`config.mk`:
```
export PLATFORM = sky130hd
export DESIGN_NAME = process_priority_queue
export DESIGN_NICKNAME = d
export VERILOG_FILES = /design/src/sv/ppq_pkg.sv /design/src/sv/ppq_mem.sv /design/src/sv/ppq_ctrl.sv /design/src/sv/process_priority_queue.sv
export SDC_FILE = /design/constraint.sdc
export NUM_CORES = 1
export LEC_CHECK = 0
export BUFFER_PORTS_ARGS = -buffer_cell sky130_fd_sc_hd__buf_4
export CAP_MARGIN = 15
export CORE_MARGIN = 4
export CORE_UTILIZATION = 55
export CTS_BUF_LIST = sky130_fd_sc_hd__clkbuf_8
export DETAILED_ROUTE_END_ITERATION = 10
export PLACE_DENSITY_LB_ADDON = 0.1
export SETUP_SLACK_MARGIN = 0.02
export SYNTH_ARGS = -nofsm -noshare
export SYNTH_HDL_FRONTEND = slang
export SYNTH_SLANG_ARGS = --single-unit
export TNS_END_PERCENT = 100
```
`constraint.sdc`:
```
create_clock -name i_clk -period 8 [get_ports i_clk]
set_clock_uncertainty 0.2 [all_clocks]
set_input_delay 1.2 -clock i_clk [delete_from_list [all_inputs] [get_ports i_clk]]
set_output_delay 1.2 -clock i_clk [all_outputs]
set_load 0.005 [all_outputs]
```
`src/sv/ppq_pkg.sv`:
```
// Package for the process priority queue: depth constants, entry and
// transfer structs, command and status codes, sequencer states.
// No dependencies.
`timescale 1ns / 1ps

package ppq_pkg;

    localparam int QUEUE_DEPTH = 16;
    localparam int ADDR_W      = $clog2(QUEUE_DEPTH);
    localparam int CNT_W       = $clog2(QUEUE_DEPTH + 1);

    typedef enum logic [1:0] {
        CMD_INSERT = 2'd0,
        CMD_APPEND = 2'd1,
        CMD_POP    = 2'd2,
        CMD_REMOVE = 2'd3
    } t_cmd;

    typedef enum logic [1:0] {
        ST_OK   = 2'd0,
        ST_MISS = 2'd1,
        ST_FULL = 2'd2
    } t_status;

    typedef enum logic [3:0] {
        S_IDLE,
        S_SRD,
        S_SCMP,
        S_IMRD,
        S_IMWR,
        S_PUT,
        S_RMRD,
        S_RMWR,
        S_DONE
    } t_state;

    typedef struct packed {
        logic [1:0] command;
        logic [7:0] process_id;
        logic [7:0] priority_level;
    } t_in_item;

    typedef struct packed {
        logic [1:0] status;
        logic [7:0] removed_id;
        logic [7:0] removed_priority;
        logic [4:0] entry_count;
    } t_out_item;

    typedef struct packed {
        logic [7:0] id;
        logic [7:0] pri;
    } t_entry;

    typedef struct packed {
        logic              we;
        logic [ADDR_W-1:0] waddr;
        t_entry            wdata;
        logic [ADDR_W-1:0] raddr;
    } t_mem_req;

endpackage

```
`src/sv/ppq_mem.sv`:
```
// Entry store of the queue: one write port, one read port with
// registered read data. Depends on ppq_pkg.
`timescale 1ns / 1ps

module ppq_mem (
    input  logic              i_clk,
    input  ppq_pkg::t_mem_req i_req,
    output ppq_pkg::t_entry   o_rdata
);

    ppq_pkg::t_entry r_mem [ppq_pkg::QUEUE_DEPTH];
    ppq_pkg::t_entry r_rdata;

    always_ff @(posedge i_clk) begin
        if (i_req.we) begin
            r_mem[i_req.waddr] <= i_req.wdata;
        end
        r_rdata <= r_mem[i_req.raddr];
    end

    assign o_rdata = r_rdata;

endmodule

```
`src/sv/ppq_ctrl.sv`:
```
// Sequencer of the queue: scans entries one at a time through the shared
// compare, then moves entries one place per read/write pair.
// Depends on ppq_pkg.
`timescale 1ns / 1ps

module ppq_ctrl (
    input  logic                i_clk,
    input  logic                i_rst_n,
    input  logic                i_in_valid,
    input  ppq_pkg::t_in_item   i_in_data,
    output logic                o_busy,
    output ppq_pkg::t_mem_req   o_mem_req,
    input  ppq_pkg::t_entry     i_rdata,
    output logic                o_res_valid,
    output ppq_pkg::t_out_item  o_res,
    input  logic                i_res_take
);

    ppq_pkg::t_state    r_state, n_state;
    ppq_pkg::t_cmd      r_cmd, n_cmd;
    logic [7:0]         r_id, n_id;
    logic [7:0]         r_pri, n_pri;
    logic [ppq_pkg::CNT_W-1:0] r_pos, n_pos;
    logic [ppq_pkg::CNT_W-1:0] r_mv, n_mv;
    logic [ppq_pkg::CNT_W-1:0] r_count, n_count;
    ppq_pkg::t_out_item r_res, n_res;

    logic [ppq_pkg::CNT_W-1:0] mv_inc, mv_dec, pos_inc, cnt_inc, cnt_dec;
    logic                      hit;
    logic                      full;
    ppq_pkg::t_cmd             in_cmd;

    assign mv_inc  = r_mv + 1'b1;
    assign mv_dec  = r_mv - 1'b1;
    assign pos_inc = r_pos + 1'b1;
    assign cnt_inc = r_count + 1'b1;
    assign cnt_dec = r_count - 1'b1;
    assign full    = (r_count == ppq_pkg::CNT_W'(ppq_pkg::QUEUE_DEPTH));
    assign in_cmd  = ppq_pkg::t_cmd'(i_in_data.command);

    always_comb begin
        unique case (r_cmd)
            ppq_pkg::CMD_INSERT: hit = (i_rdata.pri < r_pri);
            ppq_pkg::CMD_REMOVE: hit = (i_rdata.id == r_id);
            ppq_pkg::CMD_POP:    hit = 1'b1;
            default:             hit = 1'b0;
        endcase
    end

    always_ff @(posedge i_clk) begin
        if (!i_rst_n) begin
            r_state <= ppq_pkg::S_IDLE;
            r_count <= '0;
        end else begin
            r_state <= n_state;
            r_count <= n_count;
        end
        r_cmd <= n_cmd;
        r_id  <= n_id;
        r_pri <= n_pri;
        r_pos <= n_pos;
        r_mv  <= n_mv;
        r_res <= n_res;
    end

    always_comb begin
        n_state = r_state;
        n_cmd   = r_cmd;
        n_id    = r_id;
        n_pri   = r_pri;
        n_pos   = r_pos;
        n_mv    = r_mv;
        n_count = r_count;
        n_res   = r_res;
        o_mem_req       = '0;
        o_mem_req.raddr = r_pos[ppq_pkg::ADDR_W-1:0];

        unique case (r_state)
            ppq_pkg::S_IDLE: begin
                if (i_in_valid) begin
                    n_cmd = in_cmd;
                    n_id  = i_in_data.process_id;
                    n_pri = i_in_data.priority_level;
                    n_pos = '0;
                    n_res = '0;
                    if ((in_cmd == ppq_pkg::CMD_INSERT || in_cmd == ppq_pkg::CMD_APPEND)
                        && full) begin
                        n_res.status      = ppq_pkg::ST_FULL;
                        n_res.entry_count = 5'(r_count);
                        n_state           = ppq_pkg::S_DONE;
                    end else if (in_cmd == ppq_pkg::CMD_APPEND) begin
                        n_pos   = r_count;
                        n_mv    = r_count;
                        n_state = ppq_pkg::S_IMRD;
                    end else begin
                        n_state = ppq_pkg::S_SRD;
                    end
                end
            end
            ppq_pkg::S_SRD: begin
                if (r_pos == r_count) begin
                    if (r_cmd == ppq_pkg::CMD_INSERT) begin
                        n_mv    = r_count;
                        n_state = ppq_pkg::S_IMRD;
                    end else begin
                        n_res.status      = ppq_pkg::ST_MISS;
                        n_res.entry_count = 5'(r_count);
                        n_state           = ppq_pkg::S_DONE;
                    end
                end else begin
                    n_state = ppq_pkg::S_SCMP;
                end
            end
            ppq_pkg::S_SCMP: begin
                if (hit) begin
                    if (r_cmd == ppq_pkg::CMD_INSERT) begin
                        n_mv    = r_count;
                        n_state = ppq_pkg::S_IMRD;
                    end else begin
                        n_res.removed_id       = i_rdata.id;
                        n_res.removed_priority = i_rdata.pri;
                        n_mv                   = r_pos;
                        n_state                = ppq_pkg::S_RMRD;
                    end
                end else begin
                    n_pos   = pos_inc;
                    n_state = ppq_pkg::S_SRD;
                end
            end
            ppq_pkg::S_IMRD: begin
                if (r_mv == r_pos) begin
                    n_state = ppq_pkg::S_PUT;
                end else begin
                    o_mem_req.raddr = mv_dec[ppq_pkg::ADDR_W-1:0];
                    n_state         = ppq_pkg::S_IMWR;
                end
            end
            ppq_pkg::S_IMWR: begin
                o_mem_req.we    = 1'b1;
                o_mem_req.waddr = r_mv[ppq_pkg::ADDR_W-1:0];
                o_mem_req.wdata = i_rdata;
                n_mv            = mv_dec;
                n_state         = ppq_pkg::S_IMRD;
            end
            ppq_pkg::S_PUT: begin
                o_mem_req.we        = 1'b1;
                o_mem_req.waddr     = r_pos[ppq_pkg::ADDR_W-1:0];
                o_mem_req.wdata.id  = r_id;
                o_mem_req.wdata.pri = r_pri;
                n_count             = cnt_inc;
                n_res.status        = ppq_pkg::ST_OK;
                n_res.entry_count   = 5'(cnt_inc);
                n_state             = ppq_pkg::S_DONE;
            end
            ppq_pkg::S_RMRD: begin
                if (mv_inc == r_count) begin
                    n_count           = cnt_dec;
                    n_res.status      = ppq_pkg::ST_OK;
                    n_res.entry_count = 5'(cnt_dec);
                    n_state           = ppq_pkg::S_DONE;
                end else begin
                    o_mem_req.raddr = mv_inc[ppq_pkg::ADDR_W-1:0];
                    n_state         = ppq_pkg::S_RMWR;
                end
            end
            ppq_pkg::S_RMWR: begin
                o_mem_req.we    = 1'b1;
                o_mem_req.waddr = r_mv[ppq_pkg::ADDR_W-1:0];
                o_mem_req.wdata = i_rdata;
                n_mv            = mv_inc;
                n_state         = ppq_pkg::S_RMRD;
            end
            ppq_pkg::S_DONE: begin
                if (i_res_take) begin
                    n_state = ppq_pkg::S_IDLE;
                end
            end
            default: begin
                n_state = ppq_pkg::S_IDLE;
            end
        endcase
    end

    assign o_busy      = (r_state != ppq_pkg::S_IDLE);
    assign o_res_valid = (r_state == ppq_pkg::S_DONE);
    assign o_res       = r_res;

endmodule

```
`src/sv/process_priority_queue.sv`:
```
// Process priority queue, one command at a time. A command examines entries, shifts
// entries, then checks, writes and loads the output register; an insert or append on
// a full queue is rejected without touching the entries. The next command is taken
// in the cycle after the result leaves the sequencer, and no new command is taken
// before that. Synchronous active-low reset empties the queue; no clearing pass is needed.
`timescale 1ns / 1ps

module process_priority_queue (
    input  logic                i_clk,
    input  logic                i_rst_n,
    input  logic                i_in_valid,
    output logic                o_in_stall,
    input  ppq_pkg::t_in_item   i_in_data,
    output logic                o_out_valid,
    input  logic                i_out_stall,
    output ppq_pkg::t_out_item  o_out_data
);

    ppq_pkg::t_mem_req  mem_req;
    ppq_pkg::t_entry    mem_rdata;
    logic               busy;
    logic               res_valid;
    ppq_pkg::t_out_item res;
    logic               res_take;

    logic               r_out_valid;
    ppq_pkg::t_out_item r_out_data;

    ppq_mem u_mem (
        .i_clk   (i_clk),
        .i_req   (mem_req),
        .o_rdata (mem_rdata)
    );

    ppq_ctrl u_ctrl (
        .i_clk       (i_clk),
        .i_rst_n     (i_rst_n),
        .i_in_valid  (i_in_valid),
        .i_in_data   (i_in_data),
        .o_busy      (busy),
        .o_mem_req   (mem_req),
        .i_rdata     (mem_rdata),
        .o_res_valid (res_valid),
        .o_res       (res),
        .i_res_take  (res_take)
    );

    assign res_take = res_valid && (!r_out_valid || !i_out_stall);

    always_ff @(posedge i_clk) begin
        if (!i_rst_n) begin
            r_out_valid <= 1'b0;
        end else if (res_take) begin
            r_out_valid <= 1'b1;
        end else if (!i_out_stall) begin
            r_out_valid <= 1'b0;
        end
        if (res_take) begin
            r_out_data <= res;
        end
    end

    assign o_in_stall  = busy;
    assign o_out_valid = r_out_valid;
    assign o_out_data  = r_out_data;

endmodule
```
==> flow_summary.ini, run 1 <==
[synth]
synth_largest_area_cell = edfxtp_1
syn_avg_cell_area_um2 = 15.7
synth_edf_count = 330
synthFlopType = edfxtp_1
seq_area_frac_synth = 0.704
syn_nets = 980
synth_top_area_share = 0.669
ys_ff_latch = 356
async_flop_share = 0
synth_area_leaders = edfxtp_1, mux2i_1, dfxtp_1
netlist_area_um2 = 14800
synthCells = 946
synth.distinct_cells = 50
yosys_warnings = 0

[critical_path]
reg2reg_from = u_ctrl.r_state[0]$_SDFFE_PN0P_
slowest_delay_ns = 0.87
cp_max_fo = 40
crit_arrival_ns = 5.35
cp_slowest_cell = nor2_1
cp-end-kind = flip-flop
crit_chain = nor2_1, nand3_1, nor3_1, a221o_1, a221o_4, buf_4, mux4_2, a211o_1
cp_num_buf_inv = 1
worstRegToRegCells = 8
cp_top_family = simple AND/OR/NAND/NOR gates
cp-start-kind = flip-flop
cp.required_ns = 8.30
crit_cells = 8
path_class = flip-flop to flip-flop
cp-startpoint = u_ctrl.r_state[0]$_SDFFE_PN0P_

[cells_and_area]
layout_commonest_cell = edfxtp_1
fillers = 1883
area_delta_synth_final_pct = 13.0
final_cell_count_no_fill = 1411
drive_gt1_frac = 0.173
layout_common_cells = edfxtp_1, mux2i_1, buf_4
fin_nets = 1062
diodes = 0

[clock_tree]
postCtsSetupRepairBufs = 0
h-tree-depth = 2
clkTransAtPathRegs_ns = 0.07
tritoncts = built
clockBufferDepth = 3
cts_buffers = 57
clk_latency_ns = 0.62
clockRootBuffer = clkbuf_8
clkSinkCount = 356
cts_resized = 0
ctsHoldBuffers = 0

[place]
io_buffers = 46
pre_cts_ws_ns = 3.06
routabilityCongestion = 0.917
hpwlAfterDp_mm = 20.7
dp.cells = 1304

[floorplanning]
start_util = 0.564
rows = 59
pin_count = 47
dieWidth_um = 172
core_area_um2 = 26300
die_height_um = 172
dieArea_um2 = 29600

[global_routing]
use_met3 = 0.0343
grt_pass1_wl_mm = 49.9
grt.busiest_layer = met2
grt_use_met1 = 0.313
grt_max_degree = 41
gr-total-overflow = 0
grt_util_met2 = 0.375
grt_pass1_vias = 8396
antenna_found_initial = 0
grt_usage = 0.224

[worst_hold_path]
worstHoldStart = u_ctrl.o_res[9]$_SDFFCE_PN0P_
min_path_cells = 0
min_path_type = flip-flop to flip-flop

[sta]
tns_ns = 0
rsz0062_at_grt = false
worst_pin_slew_ns = 1.14
finalHoldViolations = 0
max_freq_mhz = 198
finalMaxSlewViolations = 0
setup_ws_ns = 2.94
min_period_ns = 5.06
setup_violations = 0
slew_headroom = 0.242
period_share = 0.632

[pwr]
p_per_area_nw_per_um2 = 283
p_leak_uw = 0.00603
ir_drop_v = 0.000173

[drt]
drc_errors = 0
drt-total-wl_mm = 33.0
firstDrtPassIters = 7
avgViaCountPerCell = 5.99
first_iter_violations = 787
avgRoutedWirePerCell_um = 23.4
drtAntennaViolNets = 0
vias = 8458

[run_status]
outcome = complete, no violations

[job]
maxCapViolations = 0
cell type report:
| class | instances | area (um^2) | area share |
|---|---|---|---|
| flip-flops and latches | 356 | 10400 | 0.623 |
| multi-input cells | 519 | 4090 | 0.244 |
| clock buffers | 66 | 908 | 0.0543 |
| repair buffers | 76 | 571 | 0.0341 |
| well taps | 335 | 419 | 0.0250 |
| clock inverters | 41 | 254 | 0.0152 |
| inverters | 18 | 67.6 | 0.00404 |
through the flow:
stage / area (um^2) / utilization / hold slack, ns / total power (uW)
finish: 16700 / 0.637 / 0.210 / 4730
global route: 16700 / 0.637 / 0.222 / 4950
detailed placement: 15600 / 0.593 / 0.205 / 3230
CTS: 16700 / 0.637 / 0.215 / 4770
floorplan: 14800 / - / 0.200 / 2980
global placement: 15600 / 0.593 / 0.203 / 3220
routing by layer:
metal,vias up,wire length [um]
li1,3852,-
met1,4271,13800
met2,283,16600
met3,52,1970
met4,0,615
met5,-,0
synthesized netlist by cell type (6+ instances only):
| master | n |
|---|---|
| edfxtp_1 | 330 |
| mux2i_1 | 123 |
| nand2_1 | 49 |
| nor2_1 | 43 |
| o21ai_0 | 35 |
| clkbuf_1 | 27 |
| dfxtp_1 | 26 |
| a22o_1 | 24 |
| xnor2_1 | 23 |
| o22ai_1 | 20 |
| inv_1 | 18 |
| mux4_2 | 18 |
| a211o_1 | 17 |
| and3_1 | 17 |
| a21oi_1 | 16 |
| buf_2 | 16 |
| xor2_1 | 14 |
| nand3_1 | 13 |
| ha_1 | 12 |
| nor2b_1 | 9 |
| nor3_1 | 9 |
| and2_1 | 8 |
| a221o_1 | 7 |
| a21o_1 | 6 |
| a22oi_1 | 6 |
| buf_4 | 6 |
power breakdown:
group          leakage, uW  switching (uW)  internal, uW
Combinational      0.00238             511           407
Sequential         0.00299             120          2150
Clock             0.000666             716           826
cells by family after synthesis:
kind of cell             after synthesis  share of synthesized area
flip-flops                           356                      0.704
AND/OR/NAND/NOR                      171                     0.0560
AO/OA/AOI/OAI                        157                     0.0745
multiplexers                         142                      0.111
buffers and inverters                 71                     0.0219
XOR/XNOR                              37                     0.0219
adder cells (fa/ha/maj)               12                     0.0101
registers in the layout (all words and copies together), names as in the netlist, 2 cells and up:
| signal | cells |
|---|---|
| o_out_data | 23 |
| u_ctrl.o_res | 23 |
| u_ctrl.r_cmd | 2 |
| u_ctrl.r_count | 5 |
| u_ctrl.r_id | 8 |
| u_ctrl.r_mv | 5 |
| u_ctrl.r_pos | 5 |
| u_ctrl.r_pri | 8 |
| u_ctrl.r_state | 4 |
| u_mem.o_rdata | 16 |
| u_mem.r_mem | 256 |
worst reg2reg max path, delay by kind of cell (launching register included):
kind                   cells  cell delay [ns]
muxes                      1             0.64
AOI/OAI and AO/OA          3             1.15
buffers and inverters      1             0.69
DFF                        1             0.48
and+or+nand+nor            3             1.80
path summary, 6_finish.rpt:
check,endpoint,slack (ns)
max,u_mem.o_rdata[13]$_DFF_P_,2.94
min,o_out_data[9]$_DFFE_PP_,0.21
max reg2reg,u_mem.o_rdata[13]$_DFF_P_,2.94
min reg2reg,o_out_data[9]$_DFFE_PP_,0.21
Note: power is estimated with default switching activity, not from simulation.
==> inputs of run 2 (changes only) <==
clock period = 4.4 ns   (was 8 ns; I/O delays follow)
==> run 2 against run 1 <==
Compared with the run above: sequential cell count unchanged; combinational power increased by 98%; clock-buffer cell count decreased by 4; worst hold slack got worse by 0.17 ns; largest power group unchanged; utilization increased by 0.52 points; wire length decreased by 1.8%; cell count increased by 1.4%; die area unchanged; clock power increased by 68%; first-iteration DRC count decreased by 6.1%.
==> flow_summary.ini, run 2 (same netlist as run 1, synthesis figures left out) <==
[sta]
min_period_ns = 4.04
setup_violations = 0
max_freq_mhz = 247
period_share = 0.918
tns_ns = 0
worst_pin_slew_ns = 1.01
rsz0062_at_grt = false
slew_headroom = 0.324
finalHoldViolations = 0
finalMaxSlewViolations = 0
whs_ns = 0.0404

[critical_path]
worstRegToRegCells = 9
slowest_delay_ns = 0.59
reg2reg_from = u_ctrl.r_mv[1]$_DFFE_PP_
cp-start-kind = flip-flop
crit-reg2reg-capture = u_mem.o_rdata[3]$_DFF_P_
cp_slowest_cell = buf_4
cp-startpoint = u_ctrl.r_mv[1]$_DFFE_PP_
cp_num_buf_inv = 1
crit_chain = ha_1, nand3_1, xnor2_1, nand4_1, a21oi_1, a221o_4, buf_4, mux4_2, a211o_1
cp_top_family = compound AO/OA/AOI/OAI gates
cp_max_fo = 42
crit_arrival_ns = 4.30
cp-end-kind = flip-flop
cp.required_ns = 4.66
crit_cells = 9
endpoint = u_mem.o_rdata[3]$_DFF_P_
path_class = flip-flop to flip-flop
reg2reg_slack_ns = 0.36

[place]
hpwlAfterDp_mm = 20.2
routabilityCongestion = 0.968
io_buffers = 46
place_area_um2 = 15700

[cells_and_area]
largest_register_ffs = 256
layout_common_cells = edfxtp_1, mux2i_1, buf_4
fin_nets = 1087
top_register = u_mem.r_mem
drive_gt1_frac = 0.175
layout_commonest_cell = edfxtp_1
stdcell_area_um2 = 16900
area_delta_synth_final_pct = 13.9
fillers = 1917
diodes = 0

[drt]
first_iter_violations = 739
vias = 8504
avgRoutedWirePerCell_um = 22.7
firstDrtPassIters = 6
drt-total-wl_mm = 32.4
drc_errors = 0
avgViaCountPerCell = 5.94
drtAntennaViolNets = 0

[clock_tree]
postCtsSetupRepairBufs = 0
clkSinkCount = 356
clockBufferDepth = 3
tritoncts = built
cts_resized = 0
h-tree-depth = 2
clkTransAtPathRegs_ns = 0.07
cts_buffers = 55
ctsHoldBuffers = 8
clockRootBuffer = clkbuf_8
clk_latency_ns = 0.60

[floorplanning]
rows = 59
core_area_um2 = 26300
dieWidth_um = 172
die_height_um = 172
pin_count = 47
start_util = 0.564
dieArea_um2 = 29600

[pwr]
p_leak_uw = 0.00613
ir_drop_v = 0.000298
p_per_area_nw_per_um2 = 502

[job]
maxCapViolations = 0

[run_status]
outcome = complete, no violations

[global_routing]
grt_max_degree = 43
gr-total-overflow = 0
grt_pass1_vias = 8459
grt_pass1_wl_mm = 49.5
antenna_found_initial = 0
grt_usage = 0.221

[worst_hold_path]
min_path_cells = 1
worstHoldStart = i_in_data[1]
min_path_type = primary input to flip-flop
## run 2: cell count changes in the layout (fill, tap and decap cells not counted), sizes merged
cell and delta:
clkbuf -4, inv +6, clkinvlp +1, dlygate4sd3 +8
bufinv -1, buf +19, clkinv -9
## run 2: report_power, final
group          total, uW  switching, uW  leakage, uW  internal (uW)
logic               1820           1020      0.00252            802
registers           4070            166      0.00299           3900
clock network       2580           1230     0.000629           1350
## run 2: cell type report
type	instances	area (um^2)	area share
Sequential cell	356	10400	0.618
Multi-Input combinational cell	519	4080	0.242
Clock buffer	62	853	0.0506
Timing Repair Buffer	103	818	0.0485
Tap cell	335	419	0.0248
Clock inverter	38	204	0.0121
Inverter	18	67.6	0.00400
## run 2: metal layers
metal  part of all wire  GRT usage  vias to the layer above
met5                  0          0                        -
met4              0.020     0.0697                        0
met3              0.052     0.0364                       48
met2               0.51      0.372                      284
met1               0.42      0.300                     4280
li1                   -          -                     3892
## run 2: stage by stage
stage / worst slack [ns] / total power, uW / util / cells
after floorplan: 0.883 / 5430 / - / 946
after global placement: 0.519 / 5940 / 0.599 / 1323
after detailed placement: 0.435 / 5960 / 0.599 / 1323
after CTS: 0.412 / 8560 / 0.642 / 1431
after global routing: 0.128 / 8870 / 0.642 / 1431
final: 0.359 / 8480 / 0.642 / 1431
## run 2: how the worst min path moves through the flow
stage	endpoint	slack (ns)
final	u_ctrl.r_pri[1]$_DFFE_PP_	0.04
after global routing	u_ctrl.r_pri[6]$_DFFE_PP_	0.005
after CTS	u_ctrl.r_pri[6]$_DFFE_PP_	0.002
after detailed placement	o_out_data[13]$_DFFE_PP_	0.20
after global placement	o_out_data[1]$_DFFE_PP_	0.20
after floorplan	o_out_data[0]$_DFFE_PP_	0.20
==> inputs of run 3 (changes only) <==
SYNTH_HIERARCHICAL = 1   (was default)
==> run 3 against run 2 <==
Compared with the run above: synthesized cell count decreased by 7.4%; critical path depth up 2; cell count is 4.8% lower; register-to-register slack improved by 0.02 ns; non-clock buffer count decreased by 1; synthesized area fell by 0.58%; combinational power rose by 8%; total power up 3.2%; fmax grew 0.54%; clock-buffer cell count fell by 3; cell area shrank 0.62%; sequential share of layout area up 0.39 points; critical endpoint is now u_mem/o_rdata[9]$_DFF_P_.
==> flow_summary.ini, run 3 <==
[pwr]
p_leak_uw = 0.00553
switching_power_uw = 2620
p_per_area_nw_per_um2 = 522
ir_drop_v = 0.000346
p_clk_frac = 0.291
internal-power_uw = 6130
seqPwrFrac = 0.483
finalPower_uw = 8750
p_comb_frac = 0.225
swShare = 0.299

[drt]
avgRoutedWirePerCell_um = 24.9
avgViaCountPerCell = 6.26
vias = 8529
drt-total-wl_mm = 33.9
drc_errors = 0
firstDrtPassIters = 5
first_iter_violations = 933
drtAntennaViolNets = 0

[global_routing]
antenna_found_initial = 0
gr-total-overflow = 0
grt_usage = 0.233
grt_pass1_wl_mm = 51.1
grt_pass1_vias = 8471
grt_max_degree = 42

[floorplanning]
rows = 59
pin_count = 47
die_height_um = 172
dieArea_um2 = 29500
dieWidth_um = 172
core_area_um2 = 26200
start_util = 0.562

[critical_path]
cp-startpoint = u_ctrl/r_mv[1]$_DFFE_PP_
cp-start-kind = flip-flop
path_class = flip-flop to flip-flop
worstRegToRegCells = 11
crit_arrival_ns = 4.34
reg2reg_from = u_ctrl/r_mv[1]$_DFFE_PP_
crit-reg2reg-capture = u_mem/o_rdata[9]$_DFF_P_
reg2reg_slack_ns = 0.38
cp_slowest_cell = nor2b_1
crit_chain = inv_1, ha_1, xor2_1, nor2_1, nand4_4, o211ai_1, a22o_1, nor2b_1, buf_4, a22oi_1, nand2_1
slowest_delay_ns = 0.87
endpoint = u_mem/o_rdata[9]$_DFF_P_
cp_max_fo = 9
cp.required_ns = 4.72
cp-end-kind = flip-flop

[place]
hpwlAfterDp_mm = 21.5
routabilityCongestion = 0.912
io_buffers = 46

[synth]
yosys_warnings = 6
synth_edf_count = 330
syn_avg_cell_area_um2 = 16.8
async_flop_share = 0
netlist_area_um2 = 14700
ys_ff_latch = 356
synth_area_leaders = edfxtp_1, mux4_2, dfxtp_1
yosysMostFrequentCell = edfxtp_1
synthFlopType = edfxtp_1
synth_top_area_share = 0.673
ys_top_cells_by_count = edfxtp_1, nand2_1, mux4_2
synth_largest_area_cell = edfxtp_1
synth.distinct_cells = 63
synthCells = 876
syn_nets = 910
seq_area_frac_synth = 0.708

[clock_tree]
clockBufferDepth = 3
ctsHoldBuffers = 0
cts_resized = 0
clkTransAtPathRegs_ns = 0.06
h-tree-depth = 2
clk_latency_ns = 0.59
cts_buffers = 56
clkSinkCount = 356
clockRootBuffer = clkbuf_8
tritoncts = built
postCtsSetupRepairBufs = 0

[run_status]
outcome = complete, no violations

[cells_and_area]
area_delta_synth_final_pct = 13.9
drive_gt1_frac = 0.238
multi_input_area_um2 = 4010
layout_commonest_cell = edfxtp_1
diodes = 0
layout_common_cells = edfxtp_1, buf_4, clkbuf_8, nand2_1, mux4_2
top_register = u_mem/r_mem
fillers = 1850
seqCellArea_um2 = 10400
fin_nets = 1016
largest_register_ffs = 256

[sta]
max_freq_mhz = 249
worst_pin_slew_ns = 1.08
setup_violations = 0
finalMaxSlewViolations = 0
slew_headroom = 0.277
min_period_ns = 4.02
period_share = 0.913
rsz0062_at_grt = false
finalHoldViolations = 0
tns_ns = 0

[worst_hold_path]
min_path_type = primary input to flip-flop

[job]
maxCapViolations = 0
[run 3: cell types whose count changed after synthesis, sizes merged, moves of 12 or more]
cell,delta
mux4,+46
a22oi,+27
o22ai,-17
a22o,-12
mux2i,-121
a211o,-15
[run 3: critical path: cells and delay by family (launching register included)]
family,cells,cell delay [ns]
buffers and inverters,2,0.44
DFF,1,0.45
and+or+nand+nor,4,1.34
AOI/OAI and AO/OA,3,0.95
xor gates and xnor gates,1,0.18
adders and majority gates,1,0.40
[run 3: how the worst min path moves through the flow]
stage                                        start  cells past startpoint                        to
floorplan                u_ctrl/o_res[0]$_DFFE_PP_                      0   o_out_data[0]$_DFFE_PP_
global placement    u_ctrl/o_res[17]$_SDFFCE_PN0P_                      0  o_out_data[17]$_DFFE_PP_
detailed placement  u_ctrl/o_res[17]$_SDFFCE_PN0P_                      0  o_out_data[17]$_DFFE_PP_
CTS                                  i_in_data[11]                      1  u_ctrl/r_id[3]$_DFFE_PP_
global route                         i_in_data[13]                      1  u_ctrl/r_id[5]$_DFFE_PP_
finish                               i_in_data[12]                      1  u_ctrl/r_id[4]$_DFFE_PP_
[run 3: power groups by stage]
stage / clock network (uW) / logic (uW) / registers, uW
2_1_floorplan: 0 / 1520 / 4110
3_3_place_gp: 0 / 1910 / 4280
3_5_place_dp: 0 / 1950 / 4290
4_1_cts: 2610 / 1960 / 4220
5_1_grt: 2800 / 2150 / 4250
6_report: 2550 / 1970 / 4230
[run 3: per-layer routing]
layer	vias to the layer above	share of wire	track usage	wire length, um
li1	3713	-	-	-
met1	4366	0.42	0.330	14100
met2	378	0.49	0.373	16500
met3	72	0.069	0.0414	2330
met4	0	0.027	0.0765	930
met5	-	0	0	0
[run 3: layout make-up]
| class | count | area share |
|---|---|---|
| flip-flops and latches | 356 | 0.622 |
| inverters | 16 | 0.00358 |
| multi-input cells | 450 | 0.239 |
| repair buffers | 102 | 0.0481 |
| clock inverters | 44 | 0.0137 |
| well taps | 335 | 0.0250 |
| clock buffers | 59 | 0.0484 |
[run 3: stage by stage]
| step | hold WS [ns] | setup WS (ns) | area [um^2] | std cells | util |
|---|---|---|---|---|---|
| after floorplan | 0.200 | 0.536 | 14700 | 876 | - |
| after global placement | 0.206 | 0.574 | 15700 | 1258 | 0.600 |
| after detailed placement | 0.205 | 0.417 | 15700 | 1258 | 0.600 |
| after CTS | 0.00274 | 0.434 | 16800 | 1361 | 0.639 |
| after global routing | 0.00269 | 0.108 | 16800 | 1362 | 0.640 |
| final | 0.0480 | 0.381 | 16800 | 1362 | 0.640 |
[run 3: kinds of logic (layout without fill, tap and decap cells)]
group,Yosys count,in the layout,share of synthesized area
fa+ha+maj,12,12,0.0102
mux,66,66,0.102
buf+inv,70,221,0.0229
xor+xnor,36,36,0.0224
flops,356,356,0.708
simple gates,189,189,0.0658
compound gates,147,147,0.0685
